## src/hw/rtl/apf_ram.sv

```systemverilog
`default_nettype none

module apf_ram #(
    parameter int WIDTH = 8,
    parameter int DEPTH = 64
) (
    input  wire logic                     clk,
    input  wire logic                     we,
    input  wire logic [$clog2(DEPTH)-1:0] waddr,
    input  wire logic [WIDTH-1:0]         wdata,
    input  wire logic [$clog2(DEPTH)-1:0] raddr,
    output logic      [WIDTH-1:0]         rdata
);

    logic [WIDTH-1:0] mem [DEPTH];

    always_ff @(posedge clk)
    begin
        if (we)
        begin
            mem[waddr] <= wdata;
        end
        rdata <= mem[raddr];
    end

endmodule

`default_nettype wire

```

## config.mk

```make
export PLATFORM = sky130hd
export DESIGN_NAME = apf_ram
export DESIGN_NICKNAME = d
export VERILOG_FILES = /design/src/hw/rtl/apf_ram.sv
export SDC_FILE = /design/constraint.sdc
export NUM_CORES = 1
export LEC_CHECK = 0
export ABC_AREA = 1
export BUFFER_PORTS_ARGS = -buffer_cell sky130_fd_sc_hd__buf_4
export CAP_MARGIN = 20
export CORE_MARGIN = 4
export CORE_UTILIZATION = 60
export CTS_CLUSTER_SIZE = 10
export DETAILED_ROUTE_END_ITERATION = 8
export GPL_TIMING_DRIVEN = 0
export PLACE_DENSITY = 0.78
export SETUP_SLACK_MARGIN = 0.3
export SKIP_CTS_REPAIR_TIMING = 1
export SLEW_MARGIN = 25
export SYNTH_ARGS = -nofsm -noshare
export SYNTH_HDL_FRONTEND = slang
export SYNTH_SLANG_ARGS = --single-unit
```

## constraint.sdc

```tcl
create_clock -name clk -period 2.9 [get_ports clk]
set_input_delay 0.435 -clock clk [delete_from_list [all_inputs] [get_ports clk]]
set_output_delay 0.435 -clock clk [all_outputs]
set_load 0.005 [all_outputs]
```

### Word-level counts from Yosys, hierarchy flattened

Memory sizes are Yosys's and may differ from the RTL's. A register that Yosys moved wholly into a read port is not among the register bits.
Index checks and enable logic that the tools add are counted.

| storage, ports and cells | value |
|---|---|
| register bits after elaboration | 0 |
| bits in latches | 0 |
| RAM bits | 512 |
| memory bits (read-only) | 0 |
| input port bits | 22 |
| output and inout port bits | 8 |
| memories kept | 1 |

Memories:

| name | words | bits a word | rd ports | clocked after memory_dff | wr ports | RTL line | source |
|---|---|---|---|---|---|---|---|
| mem | 64 | 8 | 1 | 1 | 1 | 15 | `logic [WIDTH-1:0] mem [DEPTH];` |

| cells by class | value |
|---|---|
| add/sub/neg operators | 0 |
| multiply operators | 0 |
| divide/modulo/power cells | 0 |
| magnitude comparators | 0 |
| equality and inequality tests | 0 |
| shift-type cells | 0 |
| mux-type cells | 2 |
| bitwise logic cells | 0 |
| reductions and logical operators | 0 |

Operators by type and width:

| cell | number |
|---|---|
| $mux W1 | 2 |

### Logic depth before layout (Yosys ltp)

Gate-level depths: netlist of the first run.

| logic depth | value |
|---|---|
| depth in word-level cells | 2 |
| mapped depth | 12 |
| depth with buffers taken out | 9 |

### Worst setup path before layout of the first run

Ideal clock, no wire load.

| timing path | value |
|---|---|
| path kind | input-to-reg |
| start point | input port we |
| end point | memory mem[48][0], enable pin |
| data arrival time | 1.806 ns |
| slack | 0.699 ns |
| stages | 3 |
| buffers on the path | 1 |
| cells stage by stage | clkbuf_1 -> nand4_1 -> nor4_1 |

| on the way | value |
|---|---|
| cells in the longest elaborated chain, start to end | 2 |

RTL lines:

| item | RTL line | source |
|---|---|---|
| start, declared | 8 | `input wire logic we,` |
| $mux W1 | 19 | `if (we)` |
| $mux W1 (not written as such) | 21 | `mem[waddr] <= wdata;` |
| end, declared | 15 |  |

No other way between the ends.

### Worst setup path after layout of the first run

| timing path | value |
|---|---|
| start point | input port waddr[0] |
| end point | memory mem[28][7], enable pin |

RTL lines:

| item | RTL line | source |
|---|---|---|
| start, declared | 9 | `input wire logic [$clog2(DEPTH)-1:0] waddr,` |

No word-level cell before the write port.

==> metrics.md, run 1 <==
| Metric | Value |
|---|---|
| Status | finished, final reports clean |
| Worst path arrival time | 2.60 ns |
| Sequential-to-total area share from yosys stat | 72.8% |
| Critical setup path kind | in2reg |
| Vias in the first global route | 14.3k |
| Clock buffer depth | 3 |
| Synth area leader | edfxtp_1 |
| DIE HEIGHT | 197 um |
| Max Clock Freq | 0.424 GHz |
| Hold path depth | 3 |
| Gpl congestion | 0.968 |
| Buffers and inverters on the worst path | 2 |
| DR pass1 iterations | 8 |
| Core Rows | 68 |
| CP Cell Sequence | clkbuf_1 > inv_1 > nand4_1 > nor2_1 |
| Mean area per synthesized cell | 11.8 um^2 |
| Clock skew | 0.0216 ns |
| GRT Util Overall | between 30% and 40% |
| Switching pwr | around 3.6 mW |
| Area Overhead vs Synth | 11.4% |
| Die W | 197 um |
| Netlist cell types | 16 |
| Commonest non-fill, non-tap cell in the layout | nand2_1 |
| Sequential share of power | 52.4% |
| Largest net degree at the start of global routing | between 60 and 70 |
| I/O pin count | 30 |
| Pint | approximately 12 mW |
| Final wirelength | between 50 and 60 mm |
| Clock slew seen by the registers of the worst setup and hold paths | 0.06 ns |
| Register cell area after layout | 15500 um^2 |
| Static leakage | between 8 and 9 nW |
| Pwr dens | 669 nW/um^2 |
| Hold Vio Cnt, Final | 0 |
| Total Die Area | 38600 um^2 |
| HPWL Detailed | 39.2 mm |
| Area contributors post-synth | edfxtp_1 (72%), nand2_1 (11%), nand3_1 (10%) |
| Final Cycle Share | about four fifths |
| Area of the core | 34800 um^2 |
| Critical Path RT | 3.14 ns |
| Worst r2r path cells | 8 |
| Tightest Pin Transition | 1.06 ns |
| Layout cells sized above 1 | 9.94% |
| Yosys warns | 0 |
| Final setup viols | 0 |
| H-tree depth | 2 |
| CTS tree | yes |
| Initial antenna violation count | 0 |
| Most frequent cells in the layout | nand2_1 (648), edfxtp_1 (512), nand3_1 (439) |
| GRT overflow | 0 |
| Antenna Nets Post-Route | 0 |
| Clock group share of total power | 40.6% |
| Hold Crit Class | in2reg |
| Slowest CP cell | nor2_1 |
| Footprint of the multi-input gates | 5000 um^2 |
| Mapped cell area | roughly 21000 um^2 |
| Switching Fraction | 22.8% |
| Post-route non-filler standard cell count | roughly 2.4k |
| Later-pin clock latency in the skew report | 0.63 ns |
| Reg2Reg Setup Slack | 1.45 ns |
| Minimum clock period | between 2 and 2.5 ns |
| Top-area cell type share of the netlist area | 72.0% |
| Initial Util | 61.3% |
| Combinational share of power | 7.0% |
| Drt via density | 6.31 |
| CTS Buf Count | 58 |
| Endpoint type of the worst setup path | flop |
| IO Port Bufs | 21 |
| VDD IR max | 0.000570 V |
| Final net count | 1916 |
| Slew Viols, Final | 0 |
| Overall power | 15.9 mW |
| Cells after synthesis | 1805 |
| DP Cell Count | 2289 |
| Peak fanout along the critical path | 9 |
| RR Endpoint | rdata[6] |
| Root buffer cell | clkbuf_16 |
| Max Cap Viol | 0 |
| Detailed-route DRC error count | 0 |
| Syn nets | 1827 |
| #FFs+latches synth | 520 |
| Worst r2r src | mem[22][6] |
| Wire length per cell | about 25 um |
| RSZ-0062 raised after global routing | no |
| Startpoint types | input port |
| Hold path endpoint | rdata[1] |
| Largest delay share family, worst path | simple AND/OR/NAND/NOR gates |
| Slew HR | 28.9% |
| DR vias | 15.0k |
| First-pass GRT wire length | between 80 and 90 mm |
| Number of DRC markers in iteration 0 | 2101 |
| Fillers | around 2.4k |
| Largest stage delay, worst path | 0.98 ns |
| Clk sinks | 520 |
| Setup TNS Final | 0 ns |
| Hold path startpoint | raddr[5] |
==> worst min-delay path, stage by stage <==
cell      delay (ns)
clkbuf_1        0.22
nand3_1         0.15
nand2_1         0.09
==> registers in the layout, indices dropped and copies added, names as in the netlist <==
signal  cells
rdata       8
mem       512
==> layer usage <==
layer / wire length [um] / global-route usage [%] / vias up
li1: - / - / 6525
met1: 22200 / 43.7 / 7204
met2: 27700 / 48.3 / 1093
met3: 7430 / 6.82 / 172
met4: 2420 / 11.9 / 0
met5: 0 / 0 / -
==> per-stage QoR <==
step           worst slack, ns  instance area [um^2]  utilization, %  hold WS (ns)
2_1_floorplan            0.699                 21300               -         0.534
3_3_place_gp            -0.234                 22100            63.4         0.816
3_5_place_dp           -0.0129                 22200            63.7         0.819
4_1_cts                  0.626                 23800            68.3         0.324
5_1_grt                  0.490                 23800            68.3         0.379
6_report                 0.544                 23800            68.3         0.361
==> cell type report <==
cell class	instances	area share (%)
sequential	520	65.3
clock inverter	4	0.258
clock buffer	83	6.54
multi-input combinational	1160	21.0
antenna	1	0.0105
timing repair buffer	29	0.842
buffer	113	3.40
inverter	12	0.210
tap	455	2.39
==> synth_stat cells <==
cell / instances
nor4_1: 8
buf_1: 10
dfxtp_1: 8
inv_2: 1
clkbuf_1: 15
inv_1: 10
buf_2: 37
nand3_1: 439
buf_4: 14
nand2_1: 648
edfxtp_1: 512
inv_6: 1
nand4_1: 9
buf_8: 2
nor2_1: 56
buf_6: 35
==> power by group through the flow <==
stage | combinational [mW] | sequential, mW | clock [mW]
after CTS | 1.08 | 8.34 | 6.48
after global routing | 1.18 | 8.34 | 6.83
after global placement | 1.04 | 8.49 | 0
final | 1.11 | 8.34 | 6.47
after detailed placement | 1.08 | 8.50 | 0
after floorplan | 0.585 | 8.49 | 0
==> worst max path at each step <==
stage                        start  slack [ns]         end  cells after the start
after floorplan                 we        0.70  mem[48][0]                      3
after global placement    waddr[3]       -0.23  mem[54][1]                      4
after detailed placement  waddr[0]       -0.01  mem[28][1]                      4
after CTS                 waddr[0]        0.63  mem[28][7]                      4
after global routing      waddr[0]        0.49  mem[28][7]                      4
final                     waddr[0]        0.54  mem[28][7]                      4
==> logic make-up after synthesis <==
kind of cell / Yosys count / share of synthesized area (%)
simple gates: 1160 / 23.2
buf+inv: 125 / 4.02
flops: 520 / 72.8
Power figures use the tool's default switching activity.
==> run 2: changes to the inputs <==
clock period = 2.3 ns   (was 2.9 ns; I/O delays follow)
==> run 2 against run 1 <==
Against the previous run:
- flip-flop and latch count unchanged
- die area did not move
- via count is essentially flat
- sequential power grew 26%
- design area grew 0.75%
- routed wire length grew 0.39%
- sequential share of layout area decreased by 0.48 points
- total power up 26%
- clock skew grew 0.0013 ns
- count of clock-buffer cells in the layout is the same
- cell count rose by 0.29%
- setup slack got worse by 0.36 ns
- critical path type unchanged
==> metrics.md, run 2 (synthesis gave the netlist of run 1 again) <==
| Metric | Value |
|---|---|
| Gpl congestion | 0.968 (unchanged) |
| Most frequent cells in the layout | nand2_1 (648), edfxtp_1 (512), nand3_1 (439) |
| HPWL Detailed | 39.2 mm (unchanged) |
| DR vias | 15.0k (+0.0067%) |
| Setup ws final | 0.182 ns (-0.362 ns) |
| Max Clock Freq | 0.472 GHz |
| Clock skew | 0.0229 ns (+0.00130 ns) |
| Clk sinks | 520 (unchanged) |
| Wire length per cell | 25.2 um (about the same) |
| GRT overflow | 0 (unchanged) |
| Root buffer cell | clkbuf_16 |
| Commonest non-fill, non-tap cell in the layout | nand2_1 |
| CTS Buf Count | 58 (unchanged) |
| Number of DRC markers in iteration 0 | 2142 (+2.0%) |
| Clock slew seen by the registers of the worst setup and hold paths | 0.05 ns (about the same) |
| Final setup viols | 0 (unchanged) |
| CTS tree | yes |
| I/O pin count | 30 (unchanged) |
| Final net count | 1923 (+0.37%) |
| Drt via density | 6.29 (-0.29%) |
| Largest net degree at the start of global routing | 65 (unchanged) |
| Static leakage | 8.67 nW (+0.29%) |
| IO Port Bufs | 21 (unchanged) |
| GRT Util Overall | 31.0% (unchanged) |
| Final Cycle Share | between 90% and 100% |
| Tightest Pin Transition | 0.982 ns (-0.0799 ns) |
| First-pass GRT wire length | 88.6 mm (unchanged) |
| Pwr dens | 839 nW/um^2 (+25%) |
| Initial antenna violation count | 0 (unchanged) |
| Initial Util | 61.3% (unchanged) |
| DR pass1 iterations | 8 (unchanged) |
| Antenna Nets Post-Route | 0 (unchanged) |
| DIE HEIGHT | 197 um (unchanged) |
| Slew HR | 34.5% (+5.6 points) |
| Overall power | 20.1 mW (+26%) |
| Hold Crit Class | in2reg |
| Status | finished, final reports clean |
| Startpoint types | input port |
| Peak fanout along the critical path | 9 (unchanged) |
| Later-pin clock latency in the skew report | 0.63 ns (about the same) |
| Final hold slack | 0.278 ns (-0.0835 ns) |
| VDD IR max | 0.000719 V (+26%) |
| Endpoint type of the worst setup path | flop |
| Largest register by flop count | mem |
| Vias in the first global route | 14.3k (unchanged) |
| Core Rows | 68 (unchanged) |
| H-tree depth | 2 (unchanged) |
| Die W | 197 um (unchanged) |
| Biggest regs | mem x512, rdata x8 |
| Worst path arrival time | 2.36 ns (-0.24 ns) |
| Utilization after layout | 68.8% (+0.51 points) |
| RSZ-0062 raised after global routing | yes |
| Area of the core | 34800 um^2 (unchanged) |
| Detailed-route DRC error count | 0 (unchanged) |
| Minimum clock period | around 2.1 ns |
| Clock buffer depth | 3 (unchanged) |
| Final wirelength | 60.0 mm (+0.39%) |
| Area Overhead vs Synth | 12.3% |
| Max Cap Viol | 0 (unchanged) |
| Hold Vio Cnt, Final | 0 (unchanged) |
| Critical setup path kind | in2reg |
| Layout cells sized above 1 | 12.3% (+2.4 points) |
| Critical Path RT | 2.54 ns (-0.60 ns) |
| Setup TNS Final | 0 ns (unchanged) |
| Total Die Area | 38600 um^2 (unchanged) |
| Slew Viols, Final | 0 (unchanged) |
| Placement Setup Slack | -0.523 ns (-0.510 ns) |
| Largest register FFs | 512 (unchanged) |
run 2: cell count changes in the layout (fill, tap and decap cells not counted), sizes merged:
| cell | delta |
|---|---|
| buf | +7 |
run 2: through the flow:
step | area [um^2] | std cells
floorplan | 21300 | 1805
global placement | 22100 | 2281
detailed placement | 22200 | 2289
CTS | 23800 | 2376
global route | 24000 | 2383
finish | 24000 | 2384
run 2: cell type report:
type / instances / area [um^2]
Buffer: 113 / 808
Fill cell: 2389 / 10800
Antenna cell: 1 / 2.50
Inverter: 12 / 50.0
Timing Repair Buffer: 36 / 253
Clock buffer: 83 / 1560
Tap cell: 455 / 569
Multi-Input combinational cell: 1160 / 5120
Clock inverter: 4 / 61.3
Sequential cell: 520 / 15500
run 2: layer usage:
| metal | routed length, um | global-route usage (%) | share of wire, % | vias to the layer above |
|---|---|---|---|---|
| met5 | 0 | 0 | 0 | - |
| li1 | - | - | - | 6538 |
| met2 | 27900 | 48.3 | 47 | 1083 |
| met3 | 7470 | 6.82 | 12 | 170 |
| met4 | 2460 | 11.9 | 4.1 | 0 |
| met1 | 22100 | 43.7 | 37 | 7204 |
run 2: worst max-delay path: stages:
cell      delay [ns]
clkbuf_1        0.22
inv_1           0.33
nand4_1         0.59
nor2_1          0.86
run 2: path summary, 6_finish.rpt:
path / start / cells after the start / end / slack, ns
max: waddr[0] / 4 / mem[14][6] / 0.18
min: raddr[5] / 3 / rdata[0] / 0.28
max reg2reg: mem[22][6] / 8 / rdata[6] / 0.83
min reg2reg: mem[42][6] / 8 / rdata[6] / 0.93
run 2: report_power, final:
part,internal [mW],switching [mW]
clock,4.64,3.52
combinational,0.376,1.04
sequential,10.5,0.0210
total,15.5,4.58
