===== src/hw/rtl/apf_pkg.sv =====
`default_nettype none

package apf_pkg;

    localparam int MAX_NODES = 64;
    localparam int IDX_W     = $clog2(MAX_NODES);
    localparam int NODE_W    = $clog2(MAX_NODES + 1);

    typedef logic [IDX_W-1:0]  idx_t;
    typedef logic [NODE_W-1:0] node_t;

    typedef struct packed {
        idx_t  node;
        idx_t  par;
        node_t nxt;
        node_t disc;
        node_t low;
    } stk_entry_t;

    typedef struct packed {
        logic  push;
        logic  flush;
        node_t node;
    } out_cmd_t;

    typedef enum logic [3:0] {
        S_IDLE,
        S_RD_A,
        S_WR_A,
        S_RD_B,
        S_WR_B,
        S_ROOT,
        S_ROW_RD,
        S_ROW_LD,
        S_SCAN,
        S_DISC_CMP,
        S_POP_LD,
        S_EMIT
    } state_t;

    localparam logic [2:0] ADDR_NODE_COUNT = 3'd0;

endpackage

`default_nettype wire


===== src/hw/rtl/apf_out.sv =====
`default_nettype none

module apf_out
    import apf_pkg::*;
(
    input  wire logic     clk,
    input  wire logic     rst_n,
    input  wire out_cmd_t cmd,
    output logic          busy,
    output logic          out_valid,
    input  wire logic     out_ready,
    output logic [6:0]    cut_node,
    output logic          cut_valid,
    output logic          last_result
);

    logic  pend_reg, pend_next;
    node_t pend_node_reg, pend_node_next;
    logic  valid_reg, valid_next;
    node_t node_reg, node_next;
    logic  cv_reg, cv_next;
    logic  last_reg, last_next;
    logic  can_take;

    assign can_take = !valid_reg || out_ready;
    assign busy     = !can_take;

    always_comb
    begin
        pend_next      = pend_reg;
        pend_node_next = pend_node_reg;
        valid_next     = valid_reg && !out_ready;
        node_next      = node_reg;
        cv_next        = cv_reg;
        last_next      = last_reg;
        if (cmd.push && can_take)
        begin
            if (pend_reg)
            begin
                valid_next = 1'b1;
                node_next  = pend_node_reg;
                cv_next    = 1'b1;
                last_next  = 1'b0;
            end
            pend_next      = 1'b1;
            pend_node_next = cmd.node;
        end
        else if (cmd.flush && can_take)
        begin
            valid_next = 1'b1;
            node_next  = pend_reg ? pend_node_reg : '0;
            cv_next    = pend_reg;
            last_next  = 1'b1;
            pend_next  = 1'b0;
        end
    end

    always_ff @(posedge clk or negedge rst_n)
    begin
        if (!rst_n)
        begin
            pend_reg  <= 1'b0;
            valid_reg <= 1'b0;
        end
        else
        begin
            pend_reg  <= pend_next;
            valid_reg <= valid_next;
        end
    end

    always_ff @(posedge clk)
    begin
        pend_node_reg <= pend_node_next;
        node_reg      <= node_next;
        cv_reg        <= cv_next;
        last_reg      <= last_next;
    end

    assign out_valid   = valid_reg;
    assign cut_node    = node_reg;
    assign cut_valid   = cv_reg;
    assign last_result = last_reg;

endmodule

`default_nettype wire


===== config.mk =====
export PLATFORM = sky130hd
export DESIGN_NAME = apf_out
export DESIGN_NICKNAME = d
export VERILOG_FILES = /design/src/hw/rtl/apf_pkg.sv /design/src/hw/rtl/apf_out.sv
export SDC_FILE = /design/constraint.sdc
export NUM_CORES = 1
export LEC_CHECK = 0
export ABC_AREA = 1
export BUFFER_PORTS_ARGS = -buffer_cell sky130_fd_sc_hd__buf_2
export CORE_ASPECT_RATIO = 0.8
export CORE_UTILIZATION = 32
export DETAILED_ROUTE_END_ITERATION = 6
export GPL_TIMING_DRIVEN = 0
export REMOVE_ABC_BUFFERS = 1
export SLEW_MARGIN = 0
export SYNTH_ARGS = -nofsm -noshare
export SYNTH_HDL_FRONTEND = slang
export SYNTH_SLANG_ARGS = --single-unit

===== constraint.sdc =====
create_clock -name clk -period 2.5 [get_ports clk]
set_input_delay 0.125 -clock clk [delete_from_list [all_inputs] [get_ports clk]]
set_output_delay 0.125 -clock clk [all_outputs]
set_load 0.02 [all_outputs]

* Yosys cells after proc, flatten, opt, wreduce, memory -nomap -nowiden
Index checks and enable logic that the tools add are counted.
** Cells by class
- Reduce and logical (&&, ||, !) cells :: 9
- Mux-type cells :: 15
- Eq/ne operators :: 1
** Operators by type and width (count)
- $mux 7 :: 4
- $mux 1 :: 11
- $logic_and 1x1->1 :: 3
- $logic_not 1->1 :: 3
- $ne 2x2->1 const B :: 1
- $reduce_and 2->1 :: 1
- $reduce_bool 2->1 :: 1
- $logic_or 1x1->1 :: 1
** Word-level totals
- Input bits :: 12
- Logic and storage cells :: 31
- Output and inout bits :: 11
- Register bits after elaboration :: 18

* Depth between registers and ports, before layout
Gate-level depths: netlist of run 1.
- Depth after elaboration :: 5
- Gate-level depth with buffers :: 6
- Gate-level depth less buffers :: 5

* Worst setup path after synthesis of run 1
OpenSTA, ideal clock, no wires.
- Path type :: register to register
- From :: register valid_reg, in the netlist out_valid
- To :: register node_reg[0], in the netlist cut_node[0], enable pin
- Period minus slack after synthesis :: 1.565 ns
- Slack :: 0.935 ns
- Data required time :: 2.126 ns
- Data arrival time :: 1.191 ns
- Buffers on the path :: 1
- Setup time :: 0.374 ns
- Stages on the path, launching flop included :: 5
- Path through :: dfrtp_1 > nand2_2 > clkbuf_8 > nand2_2 > nor2_1
** Between the ends
- Longest elaborated chain between the ends :: 5
- Elaborated cells on any way between the ends :: 7
- Those cells by class :: eq/ne: 1; reduce/logical: 6
** RTL lines
- start: declaration :: line apf_out.sv:19 : logic valid_reg, valid_next;
- start signal: assignment :: line apf_out.sv:68 : valid_reg <= valid_next;
- $logic_not 1->1 * :: line apf_out.sv:25 : assign can_take = !valid_reg || out_ready;
- $logic_or 1x1->1 * :: line apf_out.sv:25
- $logic_and 1x1->1, on equally long branches :: line apf_out.sv:36, apf_out.sv:48
- $ne 2x2->1 (no line) / $reduce_bool 2->1 (equally long branches)
- $reduce_and 2->1 (no line) *
- end signal: assignment :: line apf_out.sv:75 : node_reg <= node_next;
- end: declaration :: line apf_out.sv:20 : node_t node_reg, node_next;
Every way passes the cells marked *; elsewhere a longest branch is shown, timed or not.
A chain may end at the register's enable or synchronous reset.

* Worst setup path after layout of run 1
- From :: register valid_reg, in the netlist out_valid
- To :: register cv_reg, in the netlist cut_valid, enable pin
** Between the ends
- Longest elaborated chain between the ends :: 5
- Elaborated cells on any way between the ends :: 7
- Those cells by class :: eq/ne: 1; reduce/logical: 6
** RTL lines
- $logic_not 1->1 * :: line apf_out.sv:25
- $logic_or 1x1->1 * :: line apf_out.sv:25
- $logic_and 1x1->1, on equally long branches :: line apf_out.sv:36, apf_out.sv:48
- $ne 2x2->1 (no line) / $reduce_bool 2->1 (equally long branches)
- $reduce_and 2->1 (no line) *
- end signal: assignment :: line apf_out.sv:76 : cv_reg <= cv_next;
- end: declaration :: line apf_out.sv:21 : logic cv_reg, cv_next;
Marked as above.

==> results.txt, run 1 <==
The met1 routing resource usage after global routing came out at 12.8%. Registers are responsible for 56.5% of the overall power. The count of cell types in the netlist is 11.

The floorplan die width is 57.8 um. The transition time at the pin with the least slew margin is 726 ps. The switching fraction of total power is 25.9%. The number of global-route vias before repair is 459. After layout, the worst setup slack is 880 ps. Setup repair after global routing left no endpoint under its margin. The layout overhead on the synthesized area is 26.0%.

In this run the remaining antenna-violating nets after routing total 0. TritonCTS built the clock tree. The flop and latch count out of synthesis is 18. The cell depth of the worst flop-to-flop path is 3.

The post-placement worst setup slack is 840 ps. By instance count, the cell type seen most on the critical path is sky130_fd_sc_hd__nand2_2. The delay of the slowest cell on the worst path is 560 ps. In the layout the commonest cells are sky130_fd_sc_hd__nand2_1 (25), sky130_fd_sc_hd__buf_2 (22), sky130_fd_sc_hd__edfxtp_1 (16). Headroom to the max-slew limit came out at 51.4%.

The final HPWL from detailed placement came out at 849 um. Based on the critical path, the design can be clocked at up to 617 MHz. The clock buffer count from CTS came out at 3.

The share of total power in combinational logic is 17.4%. The endpoint identified for the worst register-to-register timing path is cut_valid$_SDFFCE_PP1P_. The floorplan has 15 rows. The all-layer global routing usage is 10.5%.

The run finished, with violations left. The cell-internal power came out at 494 uW. Summed over all layers, the global routing overflow is 0. The tree is rooted in a sky130_fd_sc_hd__clkbuf_4. The power per cell area came out at 663 nW/um^2.

The placeable core region came out at 2250 um^2. Leaving out fill and tap cells, the most frequent cell in the layout is sky130_fd_sc_hd__nand2_1. The area of the mapped netlist is 798 um^2.

Among all stages on the critical path, the largest delay is contributed by sky130_fd_sc_hd__nor2_1. The DRC violations left came out at 1. STA puts the critical path data required time at 2430 ps. The maximum buffer depth of the clock tree is 2.

The critical path in this run is classified as reg -> reg. The number of violations reported at the end of detailed-routing iteration 0 came out at 6. The worst-case register-to-register setup slack came out at 880 ps. The worst setup path is captured at a flip-flop. The clock network fraction of design power came out at 26.1%. VDD sags by at most 0.000280 V. The count of inserted antenna diode cells came out at 0. The maximum number of pins on one net before global-route repair came out at 12. The worst clock skew is 0.627 ps.

met2 is the most crowded layer. The count of pins on the block boundary came out at 23. The cell count after synthesis came out at 74.

The fraction of layout instances using a drive strength above 1 came out at 27.9%. The worst hold-check slack is 135 ps. The maximum level of the CTS H-tree came out at 1. The total negative slack for setup checks is 0 ps. The worst register-to-register path begins at out_valid$_DFF_PN0_.

The final reports fail on design-rule violations. The wire length of the first global-routing pass came out at 2050 um. The synthesized area divided by synthesized cell count came out at 10.8 um^2. The later pin in the worst-skew pair is clocked with a latency of 290 ps. In this run the worst path has a maximum fanout of 11. The number of antenna violations at the first check in global routing came out at 0. The clock slew seen by the registers of the worst setup and hold paths is 90 ps. The floorplan die height is 46.7 um. The synthesized design devotes to its leading area cell type 60.2% of total area. Yosys attributes the largest share of cell area to sky130_fd_sc_hd__edfxtp_1 (60%), sky130_fd_sc_hd__nand2_1 (12%), sky130_fd_sc_hd__dfrtp_1 (6.3%), sky130_fd_sc_hd__inv_1 (6.1%), sky130_fd_sc_hd__nand3_1 (4.4%). For this block, the via count after detailed routing is 535. The number of vias per cell came out at 4.15. STA classifies the critical path startpoint as a flip-flop. The global-route track usage on met2 came out at 17.7%. For the finished layout, the period the worst path requires is 1620 ps. The met3 layer usage reported by global route is 5.06%. For this design the static power due to leakage is 0.000513 uW. The biggest area consumer among synthesized cells is sky130_fd_sc_hd__edfxtp_1. The average wire per cell in the routed design came out at 9.82 um. The count of synthesis-stage warnings from yosys came out at 0. At the worst endpoint, the arrival time is 1550 ps.

The share of the clock period used by the worst path is 64.8%. The sequential element share of the synthesized area is 66.5%. The area of the die came out at 2700 um^2. The tool flagged a number of max-cap violations equal to 0. The wire length after detailed routing is 1270 um. Clock tree synthesis found a total of 18 sinks. The net switching power is 173 uW. The number of max-slew violations in the final report is 0. The quantity of I/O buffers inserted on ports is 22. Setup violations remaining at the end of the flow were counted as 0.

For this run, the detailed router's first-pass iteration total came to 6. The worst hold-check path type is in -> async. The signal on the critical path passes through nand2_2, nand2_2, nor2_1. The count of endpoints failing hold in the final timing report is 0. For this run, the post-layout net count is 117. The global placer's final weighted congestion came out at 0.711.

The initial standard-cell utilization of the core is 35.4%.
per-layer routing:
metal | up-vias | part of all wire, %
li1 | 291 | -
met1 | 225 | 46
met2 | 17 | 47
met3 | 2 | 6.6
met4 | 0 | 0.63
met5 | - | 0
worst max-delay path, delay by kind of cell (launching register included):
family,cells,cell delay (ps)
AND/OR/NAND/NOR,3,870
flip-flops,1,400
final cells by class:
class / instances / area, um^2
Timing Repair Buffer: 30 / 190
Fill cell: 230 / 1250
Tap cell: 25 / 31.3
Multi-Input combinational cell: 39 / 169
Sequential cell: 18 / 531
Clock buffer: 4 / 36.3
Inverter: 13 / 48.8
power by group through the flow:
stage | logic, uW | registers (uW) | clock network, uW
after global routing | 131 | 380 | 194
after global placement | 105 | 383 | 0
after CTS | 116 | 377 | 181
final | 116 | 377 | 174
after floorplan | 45.2 | 406 | 0
after detailed placement | 108 | 384 | 0
stage by stage:
stage	instance area (um^2)	instances	utilization, %	total power (uW)
floorplan	748	70	-	451
finish	1010	129	44.7	667
global route	1010	129	44.7	705
global placement	890	117	39.5	488
CTS	986	127	43.8	674
detailed placement	890	117	39.5	492
logic make-up (layout without fill, tap and decap cells):
group,Yosys count,count (layout),synth area share (%)
buffers and inverters,17,47,12.4
DFF,18,18,66.5
and+or+nand+nor,38,38,20.5
AOI/OAI and AO/OA,1,1,0.626
worst max path at each step:
stage                   startpoint                      end  slack [ps]  cells after the start
2_1_floorplan  out_valid$_DFF_PN0_    cut_node[0]$_DFFE_PP_         990                      3
3_3_place_gp   out_valid$_DFF_PN0_    cut_node[0]$_DFFE_PP_         900                      3
3_5_place_dp   out_valid$_DFF_PN0_    last_result$_DFFE_PP_         840                      3
4_1_cts        out_valid$_DFF_PN0_    last_result$_DFFE_PP_         830                      3
5_1_grt        out_valid$_DFF_PN0_  cut_valid$_SDFFCE_PP1P_         680                      3
6_report       out_valid$_DFF_PN0_  cut_valid$_SDFFCE_PP1P_         880                      3
cells in the mapped netlist:
library cell,count
sky130_fd_sc_hd__edfxtp_1,16
sky130_fd_sc_hd__dfrtp_1,2
sky130_fd_sc_hd__buf_6,2
sky130_fd_sc_hd__o21ai_0,1
sky130_fd_sc_hd__inv_1,13
sky130_fd_sc_hd__nand3_1,7
sky130_fd_sc_hd__clkbuf_8,2
sky130_fd_sc_hd__nand2_4,1
sky130_fd_sc_hd__nand2_1,25
sky130_fd_sc_hd__nor2_1,3
sky130_fd_sc_hd__nand2_2,2
repair_timing:
item                                    4_1_cts  5_1_grt
buffers inserted                              0        0
resized for setup                             0        0
hold buffers                                  6        2
endpoints found under the setup margin        0        0
hold endpoints to repair                      7        2
Note: power is estimated with default switching activity, not from simulation.
==> run 2, diff against run 1 <==
- clock period: 2.5 -> 1.62 ns (I/O delays scaled with it)
==> run 2 against run 1 <==
Net effect:
- the run still ends with design-rule violations left
- register-to-register slack lost 690 ps
- maximum frequency grew 14%
- worst hold slack lost 40 ps
- largest power group unchanged
- non-clock buffer count is the same
- clock skew grew 2.3 ps
- sequential share of layout area shrank 0.13 points
- global-route usage shrank 0.062 points
- clock power grew 56%
- clock-buffer cell count is the same
- via count grew 2.4%
- utilization grew 0.11 points
- highest routed layer unchanged
==> results.txt, run 2 (synthesis gave the netlist of run 1 again) <==
In this run the worst hold path is classified as in -> async. The maximum buffer depth of the clock tree is 2. The number of global-route vias before repair is 462. The number of antenna violations at the first check in global routing came out at 0. Leaving out fill and tap cells, the most frequent cell in the layout is sky130_fd_sc_hd__nand2_1.

Buffers placed on the I/O ports in this run total 22. The worst hold-check slack is 95.5 ps. The net switching power came out at 270 uW. For the worst setup path, the data arrival time is 1370 ps. The number of nets with antenna violations after detailed routing is 0.

The clock network fraction of design power is 26.2%. The final setup violation count came out at 0. Global routing finished with a remaining overflow of 0. The area occupied by registers is 531 um^2.

The worst setup path is launched from a flip-flop. The transition time at the pin with the least slew margin is 457 ps. The cell at the root of the clock tree is sky130_fd_sc_hd__clkbuf_4.

At the placement stage, the worst setup path has a slack of -40.0 ps. The global placer's final weighted congestion came out at 0.711. The floorplan row count is 15. The maximum clock frequency is 701 MHz. The total negative slack for setup checks came out at 0 ps. The number of buffers inserted to repair setup after CTS is 0. The floorplan die height came out at 46.7 um. The final total power is 1030 uW. The final worst-path setup slack came out at 194 ps. The number of max-slew violations in the final report is 0. Entering global routing, the biggest net connects 12 pins. The placeable core region came out at 2250 um^2. The setup path with the least slack is of type reg -> reg. CTS built an H-tree with a depth of 1. The total of max-cap violations is 0. The cell area after layout came out at 1010 um^2. The share of the clock period used by the worst path is 88.1%. The area growth from synthesis to layout is 26.3%.

The first detailed-routing pass took 6 iterations. The later-pin clock latency in the skew report is 290 ps. STA classifies the critical path endpoint as a flip-flop. The count of pins on the block boundary is 23. The relative contribution of sequential cells to total power came out at 56.3%. The run finished, with violations left. The power per cell area came out at 1020 nW/um^2. The share of total power in combinational logic came out at 17.5%.

The final HPWL from detailed placement came out at 849 um. Setup repair after global routing left no endpoint under its margin. The worst-case IR drop observed on VDD is 0.000431 V. TritonCTS built the clock tree.

The tree built by TritonCTS fans out to 18 sinks. Detailed routing inserted a total of 548 vias. The final reports fail on design-rule violations.

Along the worst path, the maximum fanout reaches 11. The first global-routing pass estimated 2040 um of wire. The count of endpoints failing hold in the final timing report came out at 0. The area of the multi-input gates is 171 um^2. The number of violations reported at the end of detailed-routing iteration 0 is 7. The DRC violations left is 1. The wire length after detailed routing is 1270 um.

The average wire per cell in the routed design is 9.81 um. The area of the die is 2700 um^2. The die is 57.8 um wide. After the last flow step, the layout net total stands at 117.

The all-layer global routing usage is 10.5%. The number of vias per cell came out at 4.25. The library cells used most frequently in the layout, excluding fill and tap cells, are sky130_fd_sc_hd__nand2_1 (25), sky130_fd_sc_hd__buf_2 (22), sky130_fd_sc_hd__edfxtp_1 (16). The number of antenna diodes in the final layout is 0.

The cell-internal power came out at 764 uW. The worst path needs 1430 ps of the cycle, external delays included. Between clock sinks in the finished design, the worst skew comes to 2.90 ps. The worst pin sits at a relative slew slack of 69.5%. Once the floorplan was initialized, standard cells occupied 35.4% of the core.

After detailed placement, the total cell area comes to 890 um^2. The worst path required time came out at 1570 ps. Clock tree synthesis inserted a total of 3 buffers. The number of filler instances in the final layout is 229. The clock slew seen by the registers of the worst setup and hold paths is 100 ps. The switching fraction of total power came out at 26.1%. The post-route netlist has 28.8% of its cells at a drive strength greater than 1. The static leakage came out at 0.000513 uW.
-- run 2: cell count changes in the layout (fill, tap and decap cells not counted) --
cell                     previous run  this run
sky130_fd_sc_hd__nor2_1             3         2
sky130_fd_sc_hd__nor2_2             0         1
-- run 2: power groups by stage --
| stage | Combinational (uW) | Sequential (uW) | Clock [uW] |
|---|---|---|---|
| 2_1_floorplan | 69.7 | 627 | 0 |
| 3_3_place_gp | 163 | 590 | 0 |
| 3_5_place_dp | 166 | 593 | 0 |
| 4_1_cts | 183 | 582 | 279 |
| 5_1_grt | 203 | 586 | 300 |
| 6_report | 181 | 581 | 271 |
-- run 2: worst max-delay path, stage by stage (launching register included) --
cell,delay (ps)
sky130_fd_sc_hd__dfrtp_1,400
sky130_fd_sc_hd__nand2_2,220
sky130_fd_sc_hd__nand2_2,100
sky130_fd_sc_hd__nor2_2,370
-- run 2: final cells by class --
cell class | instances | area share [%]
repair buffers | 30 | 18.9
clock buffers | 4 | 3.60
flip-flops and latches | 18 | 52.6
inverters | 13 | 4.84
well taps | 25 | 3.10
multi-input cells | 39 | 17.0
-- run 2: metrics by stage --
stage                     utilization (%)  cells
after detailed placement             39.5    117
after global placement               39.5    117
after global routing                 44.8    129
after CTS                            44.8    129
final                                44.8    129
after floorplan                         -     70
-- run 2: final timing paths --
| path | from | end | slack (ps) | cells past startpoint |
|---|---|---|---|---|
| worst min-delay path | rst_n | pend_reg$_DFFE_PN0P_ | 100 | 2 |
| worst max-delay path | out_valid$_DFF_PN0_ | cut_node[1]$_DFFE_PP_ | 190 | 3 |
| max in group asynchronous | rst_n | out_valid$_DFF_PN0_ | 1430 | 2 |
| worst max register to register | out_valid$_DFF_PN0_ | cut_node[1]$_DFFE_PP_ | 190 | 3 |
| worst min register to register | pend_node_reg[1]$_DFFE_PP_ | cut_node[1]$_DFFE_PP_ | 600 | 2 |
| min in group clk | cmd[7] | out_valid$_DFF_PN0_ | 100 | 3 |
-- run 2: repair_timing --
action,4_1_cts,5_1_grt
endpoints found under the setup margin,9,0
hold buffers,8,0
endpoints found under the hold margin,9,0
gates resized for setup,1,0
-- run 2: per-layer routing --
| layer | global-route usage (%) | wire length [um] |
|---|---|---|
| met3 | 5.06 | 89 |
| met1 | 12.8 | 569 |
| met4 | 1.43 | 8 |
| met5 | 0 | 0 |
| met2 | 17.5 | 598 |
==> run 3, diff against run 2 <==
- RECOVER_POWER: not set -> 25
==> run 3 against run 2 <==
Net effect:
- the flow still finishes with violations (design-rule violations)
- die area did not move
- power fell by 0.15%
- clock-buffer cell count did not move
- largest cell class unchanged
- highest routed layer unchanged
==> results.txt, run 3 (synthesis gave the netlist of run 1 again) <==
The flow ran to the end, but the final reports show violations. The checks that failed: design-rule violations. The sink count of the clock tree is 18.

The endpoint arrival time on the critical path is 1370 ps. The initial standard-cell utilization of the core is 35.4%. The first TritonRoute pass finished after 6 iterations. The maximum buffer depth of the clock tree is 2. With fillers left out, the area of the finished cells amounts to 1000 um^2. The number of global-route vias before repair is 462. The final critical-path required period is 1430 ps. Cells fill 44.6% of the core in the end. The delay of the slowest cell on the worst path is 400 ps. The leftover overflow at the end of global routing is 0.

The count of endpoints failing hold in the final timing report came to 0. The fraction of layout instances using a drive strength above 1 is 26.0%. The most common library cell in the layout ignoring fill and taps is sky130_fd_sc_hd__nand2_1. The worst path required time came out at 1570 ps.

In the routed layout, each cell is associated on average with a via count of 4.25. The later-pin clock latency in the skew report came out at 290 ps. For this run, the total global-route usage over all layers was measured as 10.5%. The net switching power came out at 270 uW. TritonCTS built the clock tree. The wire length of the first global-routing pass is 2040 um. The area of the die came out at 2700 um^2. The category of the critical setup timing path is reg -> reg. The core region is 2250 um^2. Summed over all failing endpoints, the final setup total negative slack is 0 ps. After detailed routing, no signal wire sits above met4. In the layout the commonest cells are sky130_fd_sc_hd__nand2_1 (25), sky130_fd_sc_hd__buf_2 (19), sky130_fd_sc_hd__edfxtp_1 (16). The number of max-slew violations in the final report came out at 0.

The cell-internal power came out at 762 uW. Overall power consumption after layout is estimated at 1030 uW. The HPWL after detailed placement is 849 um. The clock slew seen by the registers of the worst setup and hold paths is 100 ps.

At the end of routability-driven placement, the weighted congestion stood at 0.711. Across the run, the number of max-cap violations was 0. The DRC violations left came out at 1.

The worst IR drop on VDD came out at 0.000431 V. Of all nets on the critical path, the largest fanout is 11. The wire length after detailed routing is 1270 um. The floorplan die width came out at 57.8 um. The number of nets with antenna violations after detailed routing came out at 0. Counting stages on the worst path, the most repeated cell is sky130_fd_sc_hd__nand2_2. Static timing analysis puts the maximum clock frequency at 701 MHz. The via count came out at 548. The wire length on met2 came out at 598 um. The floorplan row count came out at 15.

The maximum number of pins on one net before global-route repair came out at 12. For the pin with the worst max-slew slack, the measured transition is 457 ps. The worst clock skew is 2.90 ps. Timing analysis after detailed placement gives a worst setup slack of -40.0 ps.

The final worst-path setup slack came out at 194 ps. The final layout net count is 117. In this run the static leakage power is 0.000505 uW. The switching fraction of total power came out at 26.2%. The post-place instance area came out at 890 um^2. The final setup violation count is 0. The number of violations reported at the end of detailed-routing iteration 0 is 7. The quantity of I/O buffers inserted on ports came out at 22. Detailed routing placed a total of 90 um of wire on met3. The relative contribution of sequential cells to total power is 56.4%. Setup repair after global routing left no endpoint under its margin. The startpoint type of the worst setup path is a flip-flop. The clock network fraction of design power is 26.2%. The worst hold-check path type is in -> async. For this design the ratio of total power to cell area is 1030 nW/um^2. The maximum level of the CTS H-tree came out at 1. The sum of routed wire segments on met1 came out at 570 um. TritonCTS created 3 clock buffers. STA classifies the critical path endpoint as a flip-flop. The average wire per cell in the routed design is 9.83 um. Measured along the y axis, the die boundary spans 46.7 um.

The count of inserted antenna diode cells is 0. 23 I/O pins were placed. The root buffer cell chosen for the clock tree is sky130_fd_sc_hd__clkbuf_4.

The number of antenna violations at the first check in global routing is 0. The cell with the biggest individual delay on the critical path is sky130_fd_sc_hd__dfrtp_1. The share of the clock period used by the worst path came out at 88.1%. The worst slew slack as a fraction of its limit came out at 69.5%. The critical path goes through nand2_2, nand2_2, nor2_2.

The share of total power in combinational logic came out at 17.4%. Compared with the post-synthesis result, the final layout area differs by 25.9%.
==> run 3: cell types whose count changed in the layout (fill, tap and decap cells not counted) <==
cell	change
sky130_fd_sc_hd__buf_2	-3
sky130_fd_sc_hd__clkbuf_1	+3
==> run 3: final timing paths <==
path	start	endpoint	slack (ps)	cells after the start
min reg2reg	pend_node_reg[1]$_DFFE_PP_	cut_node[1]$_DFFE_PP_	600	2
min in group clk	cmd[7]	out_valid$_DFF_PN0_	100	3
max	out_valid$_DFF_PN0_	cut_node[1]$_DFFE_PP_	190	3
max in group asynchronous	rst_n	out_valid$_DFF_PN0_	1410	2
min	rst_n	pend_reg$_DFFE_PN0P_	90	2
max reg2reg	out_valid$_DFF_PN0_	cut_node[1]$_DFFE_PP_	190	3
==> run 3: power by group through the flow <==
stage | clock network, uW | registers [uW] | logic [uW]
global placement | 0 | 590 | 163
floorplan | 0 | 627 | 69.7
global route | 300 | 587 | 201
CTS | 279 | 582 | 183
finish | 271 | 582 | 179
detailed placement | 0 | 593 | 166
==> run 3: metrics by stage <==
step / std cells / hold slack [ps]
6_report: 129 / 92.4
2_1_floorplan: 70 / -215
5_1_grt: 129 / 85.0
4_1_cts: 129 / 80.4
3_5_place_dp: 117 / -131
3_3_place_gp: 117 / -134
==> run 3: critical path: cells and delay by family (launching register included) <==
| kind | cells | cell delay [ps] |
|---|---|---|
| flops | 1 | 400 |
| simple gates | 3 | 690 |
==> run 3: layer usage <==
layer  vias to the layer above  GRT usage (%)
li1                        291              -
met1                       236           12.8
met2                        19           17.5
met3                         2           5.06
met4                         0           1.43
met5                         -              0
==> run 3: cell type report <==
| cell class | instances | area (um^2) |
|---|---|---|
| clock buffers | 4 | 36.3 |
| fillers | 227 | 1250 |
| inverters | 13 | 48.8 |
| multi-input cells | 39 | 171 |
| flip-flops and latches | 18 | 531 |
| well taps | 25 | 31.3 |
| repair buffers | 30 | 186 |
==> run 3: timing repair <==
action                     CTS  global route
setup buffers                0             0
setup endpoints to repair    9             0
resized for setup            1             0
hold buffers                 8             0
hold endpoints to repair     9             0
